`config.mk`:
```
export PLATFORM = sky130hd
export DESIGN_NAME = rpr_front_flat
export DESIGN_NICKNAME = d
export VERILOG_FILES = /design/src/sv/rpr_pkg.sv /design/src/sv/rpr_if.sv /design/src/sv/rpr_front.sv /design/src/flat_wrapper.sv
export SDC_FILE = /design/constraint.sdc
export NUM_CORES = 1
export LEC_CHECK = 0
export ABC_AREA = 1
export BUFFER_PORTS_ARGS = -buffer_cell sky130_fd_sc_hd__buf_2
export CAP_MARGIN = 10
export CORE_MARGIN = 2
export CORE_UTILIZATION = 52
export DETAILED_ROUTE_END_ITERATION = 16
export PLACE_DENSITY_LB_ADDON = 0.12
export SLEW_MARGIN = 20
export SYNTH_ARGS = -nofsm -noshare
export SYNTH_HDL_FRONTEND = slang
export SYNTH_SLANG_ARGS = --single-unit
```
`constraint.sdc`:
```
create_clock -name clock -period 4.25 [get_ports clock]
set_input_delay 0.85 -clock clock [delete_from_list [all_inputs] [get_ports clock]]
set_output_delay 0.85 -clock clock [all_outputs]
set_load 0.02 [all_outputs]
```
`src/sv/rpr_pkg.sv`:
```
`timescale 1ns / 1ps
// ----------------------------------------------------------------------------
// rpr_pkg
// Shared types and codes of the rational polyphase resampler.
// ----------------------------------------------------------------------------
package rpr_pkg;

   localparam int UP_WIDTH         = 7;
   localparam int DOWN_WIDTH       = 12;
   localparam int TAPS_WIDTH       = 7;
   localparam int COEF_INDEX_WIDTH = 12;
   localparam int CSR_INDEX_WIDTH  = 2;
   localparam int CSR_DATA_WIDTH   = 12;
   localparam int MAX_RESULTS      = 64;

   localparam logic OP_SAMPLE = 1'b0;
   localparam logic OP_COEF   = 1'b1;

   localparam logic [CSR_INDEX_WIDTH-1:0] REG_UP_FACTOR   = 2'd0;
   localparam logic [CSR_INDEX_WIDTH-1:0] REG_DOWN_FACTOR = 2'd1;
   localparam logic [CSR_INDEX_WIDTH-1:0] REG_TAPS        = 2'd2;

   localparam logic [UP_WIDTH-1:0]   UP_RESET   = 7'd1;
   localparam logic [DOWN_WIDTH-1:0] DOWN_RESET = 12'd1;
   localparam logic [TAPS_WIDTH-1:0] TAPS_RESET = 7'd16;

   typedef struct packed {
      logic [UP_WIDTH-1:0]   up_factor;
      logic [DOWN_WIDTH-1:0] down_factor;
      logic [TAPS_WIDTH-1:0] taps_in_branch;
   } cfg_type;

   typedef enum logic [2:0] {
      ST_IDLE,
      ST_MOD,
      ST_WRITE,
      ST_BASE,
      ST_MAC,
      ST_DIV,
      ST_EMIT
   } state_type;

endpackage

```
`src/sv/rpr_if.sv`:
```
`timescale 1ns / 1ps
// ----------------------------------------------------------------------------
// rpr_if
// Valid/ready channels for request items and result items.
// ----------------------------------------------------------------------------
interface rpr_req_if #(
   parameter int SAMPLE_WIDTH = 16,
   parameter int COEF_WIDTH   = 16
);
   import rpr_pkg::*;

   logic                               valid;
   logic                               ready;
   logic                               op;
   logic signed [SAMPLE_WIDTH-1:0]     sample_i;
   logic signed [SAMPLE_WIDTH-1:0]     sample_q;
   logic        [COEF_INDEX_WIDTH-1:0] coef_index;
   logic signed [COEF_WIDTH-1:0]       coef_value;

   modport source (output valid, op, sample_i, sample_q, coef_index, coef_value,
                   input ready);
   modport sink   (input valid, op, sample_i, sample_q, coef_index, coef_value,
                   output ready);
endinterface


```
`src/sv/rpr_front.sv`:
```
`timescale 1ns / 1ps
// ----------------------------------------------------------------------------
// rpr_front
// Accepts request items, drops coefficient writes outside the store and
// queues the rest in a two-entry queue for the back end.
// ----------------------------------------------------------------------------
module rpr_front #(
   parameter int MAX_UP       = 64,
   parameter int MAX_TAPS     = 64,
   parameter int SAMPLE_WIDTH = 16,
   parameter int COEF_WIDTH   = 16
) (
   input  logic clock,
   input  logic reset,
   rpr_req_if.sink   req,
   rpr_req_if.source que
);
   import rpr_pkg::*;

   localparam int STORE_SIZE = MAX_UP * MAX_TAPS;

   logic                               op_ff    [2];
   logic signed [SAMPLE_WIDTH-1:0]     si_ff    [2];
   logic signed [SAMPLE_WIDTH-1:0]     sq_ff    [2];
   logic        [COEF_INDEX_WIDTH-1:0] cidx_ff  [2];
   logic signed [COEF_WIDTH-1:0]       cval_ff  [2];
   logic                               wr_ff, wr_in, rd_ff, rd_in;
   logic [1:0]                         cnt_ff, cnt_in;
   logic                               accept, push, pop;

   assign req.ready = (cnt_ff != 2'd2);
   assign accept    = req.valid && req.ready;
   // A coefficient write beyond the store has no effect, so it is not queued.
   assign push = accept && !(req.op == OP_COEF &&
                             32'(req.coef_index) >= STORE_SIZE);
   assign pop  = que.valid && que.ready;

   assign que.valid      = (cnt_ff != 2'd0);
   assign que.op         = op_ff[rd_ff];
   assign que.sample_i   = si_ff[rd_ff];
   assign que.sample_q   = sq_ff[rd_ff];
   assign que.coef_index = cidx_ff[rd_ff];
   assign que.coef_value = cval_ff[rd_ff];

   always_comb begin
      wr_in  = push ? !wr_ff : wr_ff;
      rd_in  = pop ? !rd_ff : rd_ff;
      cnt_in = cnt_ff + {1'b0, push} - {1'b0, pop};
   end

   always_ff @(posedge clock) begin
      if (reset) begin
         wr_ff  <= 1'b0;
         rd_ff  <= 1'b0;
         cnt_ff <= 2'd0;
      end else begin
         wr_ff  <= wr_in;
         rd_ff  <= rd_in;
         cnt_ff <= cnt_in;
      end
   end

   always_ff @(posedge clock) begin
      if (push) begin
         op_ff[wr_ff]   <= req.op;
         si_ff[wr_ff]   <= req.sample_i;
         sq_ff[wr_ff]   <= req.sample_q;
         cidx_ff[wr_ff] <= req.coef_index;
         cval_ff[wr_ff] <= req.coef_value;
      end
   end
endmodule

```
`src/flat_wrapper.sv`:
```
// flat-port wrapper written by rule: the top's interface ports become plain ports
module rpr_front_flat import rpr_pkg::*;
#(
   parameter int MAX_UP       = 64,
   parameter int MAX_TAPS     = 64,
   parameter int SAMPLE_WIDTH = 16,
   parameter int COEF_WIDTH   = 16
)
  (clock, reset, req_valid, req_op, req_sample_i, req_sample_q, req_coef_index, req_coef_value, req_ready, que_valid, que_op, que_sample_i, que_sample_q, que_coef_index, que_coef_value, que_ready);
  rpr_req_if #(.SAMPLE_WIDTH(SAMPLE_WIDTH), .COEF_WIDTH(COEF_WIDTH)) req_i ();
  rpr_req_if #(.SAMPLE_WIDTH(SAMPLE_WIDTH), .COEF_WIDTH(COEF_WIDTH)) que_i ();
  input  logic clock;
  input  logic reset;
  input wire logic [$bits(req_i.valid)-1:0] req_valid;
  input wire logic [$bits(req_i.op)-1:0] req_op;
  input wire logic [$bits(req_i.sample_i)-1:0] req_sample_i;
  input wire logic [$bits(req_i.sample_q)-1:0] req_sample_q;
  input wire logic [$bits(req_i.coef_index)-1:0] req_coef_index;
  input wire logic [$bits(req_i.coef_value)-1:0] req_coef_value;
  output wire logic [$bits(req_i.ready)-1:0] req_ready;
  output wire logic [$bits(que_i.valid)-1:0] que_valid;
  output wire logic [$bits(que_i.op)-1:0] que_op;
  output wire logic [$bits(que_i.sample_i)-1:0] que_sample_i;
  output wire logic [$bits(que_i.sample_q)-1:0] que_sample_q;
  output wire logic [$bits(que_i.coef_index)-1:0] que_coef_index;
  output wire logic [$bits(que_i.coef_value)-1:0] que_coef_value;
  input wire logic [$bits(que_i.ready)-1:0] que_ready;
  assign req_i.valid = req_valid;
  assign req_i.op = req_op;
  assign req_i.sample_i = req_sample_i;
  assign req_i.sample_q = req_sample_q;
  assign req_i.coef_index = req_coef_index;
  assign req_i.coef_value = req_coef_value;
  assign req_ready = req_i.ready;
  assign que_valid = que_i.valid;
  assign que_op = que_i.op;
  assign que_sample_i = que_i.sample_i;
  assign que_sample_q = que_i.sample_q;
  assign que_coef_index = que_i.coef_index;
  assign que_coef_value = que_i.coef_value;
  assign que_i.ready = que_ready;
  rpr_front #(.MAX_UP(MAX_UP), .MAX_TAPS(MAX_TAPS), .SAMPLE_WIDTH(SAMPLE_WIDTH), .COEF_WIDTH(COEF_WIDTH)) u_core (.clock(clock), .reset(reset), .req(req_i), .que(que_i));
endmodule
```
==> out/metrics.csv <==
stage,metric,value,unit
synthesis,synth_top_family_by_area,multiplexers,
floorplanning,core,9240,um2
critical_path,crit_type,reg -> out,
routing,drt_iter0_markers,107,
clock_tree,clk_latency,0.50,ns
timing,hold_viol_final,0,
synthesis,ys_types,12,
clock_tree,ctsResizeCount,0,
synthesis,synthTopCellsByArea,"edfxtp_1, mux2_4, buf_12",
place,gp_congestion,0.759,
synthesis,netlist_instances,229,
critical_path,regToRegSetupSlack,2.40,ns
routing,vias_per_cell,4.75,
timing,rsz0062_at_grt,false,
timing,tightest_slew,0.827,ns
timing,slew_violations,0,
synthesis,synth-seq-cells,127,
routing,vias,2451,
synthesis,yosys.area.top_type,edfxtp_1,
synthesis,synth_edf_count,122,
floorplanning,fp.dieW,102,um
critical_path,critPathArrivalTime,2.25,ns
floorplanning,dieArea,10300,um2
critical_path,crit_required,3.40,ns
routing,drt_wl_total,8160,um
routing,ant_nets,0,
critical_path,cp_cell_sequence,buf_4 -> mux2_4 -> buf_2,
clock_tree,cts_made_buffers,17,
timing,fmax,0.323,GHz
synthesis,synth_flop_cell,edfxtp_1,
critical_path,startpoint_type,flop,
grt,gr-usage-all-layers,0.163,
clock_tree,postCtsHoldBufs,0,
routing,drc_errors,0,
timing,fin_tns_setup,0,ns
synthesis,synth_area_per_cell,21.7,um2
critical_path,cp_top_family,flip-flops,
synthesis,syn_area,4960,um2
final_layout,antenna_cells,0,
place,io_buffers,127,
critical_path,r2r-end,u_core.cval_ff[1][14],
critical_path,endpoint_kind,primary output,
run_status,outcome,completed,
grt,grt_overflow,0,
synthesis,seq_area_frac_synth,0.759,
critical_path,crit_fanout,44,
synthesis,syn_nets,296,
clock_tree,cts.sinks,127,
synthesis,synth.most_common_cell,edfxtp_1,
floorplanning,dieHeight,102,um
synthesis,synth_fa_ha_area_frac,0.00505,
timing,hold_ws,0.517,ns
synthesis,synth_common_cells,"edfxtp_1, mux2_4, inv_1, nor2_1, nand2_1",
synthesis,synthMuxAreaShare,0.184,
floorplanning,start_util,0.537,
routing,route.detailed.wl_per_inst,15.8,um
pwr,vdd_ir_drop_max,0.000511,V
grt,grt_pass1_vias,2494,
synthesis,synthArstFlopShare,0,
final_layout,nets,441,
synthesis,synthSimpleGateAreaFrac,0.0159,
worst_hold_path,worst_hold_path_type,in -> reg,
clock_tree,max-clock-path-buffers,2,
clock_tree,cts_setup_buffers,0,
critical_path,setup.worst_path.end,que_coef_value[15],
clock_tree,h-tree-depth,4,
clock_tree,root_buffer,clkbuf_8,
grt,antenna_found_initial,0,
grt,grt_pass1_wl,12100,um
timing,setup_viol,0,
synthesis,yosysTopAreaCellShare,0.739,
final_layout,syn2layout_area_growth,27.3,%
synthesis,ys_warn_count,0,
synthesis,synth_compound_area_frac,0.00202,
grt,grt_max_degree,45,
critical_path,cp.depth,3,
timing,finalCritPeriodShare,0.729,
timing,min_period,3.10,ns
critical_path,rr_worst_depth,5,
pwr,p_per_area,675,nW/um2
critical_path,crit_path_max_incr_delay,0.90,ns
floorplanning,num_rows,35,
run,drv_cap,0,
critical_path,slowest_stage,dfxtp_4,
timing,skew,0.00563,ns
clock_tree,path_clk_slew,0.06,ns
final_layout,layout-drive-gt1-share,0.587,
timing,slew_headroom,0.449,
clock_tree,cts_tree,done,
place,hpwl,5270,um
critical_path,worstReg2RegStart,u_core.cnt_ff[0],
routing,dr.pass1.iters,4,
synthesis,synthXorXnorAreaFrac,0,
floorplanning,ios,128,
critical_path,cp.buffers_inverters,2,
pwr,leakagePower,0.00255,uW
## stage by stage
step / setup WS [ns] / power [uW] / cell area, um2 / cells / utilization
after floorplan: 0.295 / 2540 / 4960 / 229 / -
after global placement: 1.66 / 2770 / 5680 / 484 / 0.615
after detailed placement: 1.63 / 2790 / 5680 / 484 / 0.615
after CTS: 1.10 / 4310 / 6310 / 516 / 0.683
after global routing: 1.04 / 4440 / 6310 / 516 / 0.683
final: 1.15 / 4260 / 6310 / 516 / 0.683
## cells in the final DEF, fill, tap and decap left out, drive strengths merged
| cell | netlist | layout |
|---|---|---|
| ha | 2 | 2 |
| inv | 10 | 11 |
| nor2 | 9 | 9 |
| clkinv | 0 | 4 |
| nand2 | 8 | 8 |
| a21oi | 2 | 2 |
| nand3 | 3 | 3 |
| buf | 7 | 133 |
| clkbuf | 0 | 18 |
| dfxtp | 5 | 5 |
| edfxtp | 122 | 122 |
| clkinvlp | 0 | 4 |
| mux2 | 61 | 61 |
| bufinv | 0 | 5 |
## worst min path at each step
stage                     slack (ns)  cells after the start          endpoint          from
after detailed placement        0.51                      2              flop  u_core.rd_ff
after global routing            0.50                      2  u_core.cnt_ff[0]         reset
after global placement          0.48                      2      u_core.rd_ff  u_core.rd_ff
after floorplan                 0.47                      2              flop  u_core.rd_ff
final                           0.52                      2  u_core.cnt_ff[0]         reset
after CTS                       0.49                      2  u_core.cnt_ff[0]         reset
## worst register-to-register path: cells and delay by family (launching register included)
kind	cells	cell delay (ns)
simple gates	2	0.23
buf+inv	3	0.96
flops	1	0.33
## layout make-up
type / count / area (um2)
inverter: 10 / 37.5
fill: 633 / 2930
multi-input combinational: 85 / 1030
clock inverter: 14 / 215
tap: 129 / 161
timing repair buffer: 133 / 681
clock buffer: 18 / 418
sequential: 127 / 3770
## sequential cells by signal (all words and copies together), names as in the netlist, named ones only
register        count
u_core.wr_ff        1
u_core.cidx_ff     24
u_core.cnt_ff       2
u_core.cval_ff     32
u_core.sq_ff       32
u_core.op_ff        2
u_core.rd_ff        1
u_core.si_ff       32
## power breakdown
part / switching (uW) / internal (uW) / leakage, uW / total [uW]
sequential: 116 / 1600 / 0.00118 / 1720
combinational: 550 / 475 / 0.00107 / 1030
clock: 504 / 1010 / 0.000295 / 1510
total: 1170 / 3090 / 0.00255 / 4260
## layer usage
layer / global-route usage / share of wire / up-vias
met3: 0.0545 / 0.057 / 14
met5: 0 / 0 / -
met1: 0.189 / 0.41 / 1192
li1: - / - / 1167
met2: 0.273 / 0.51 / 78
met4: 0.0800 / 0.019 / 0
## cells by family after synthesis
group                      after synthesis
AOI/OAI and AO/OA                        2
adders and majority gates                2
buffers and inverters                   17
DFF                                    127
muxes                                   61
and+or+nand+nor                         20
(Power assumes the default switching activity.)
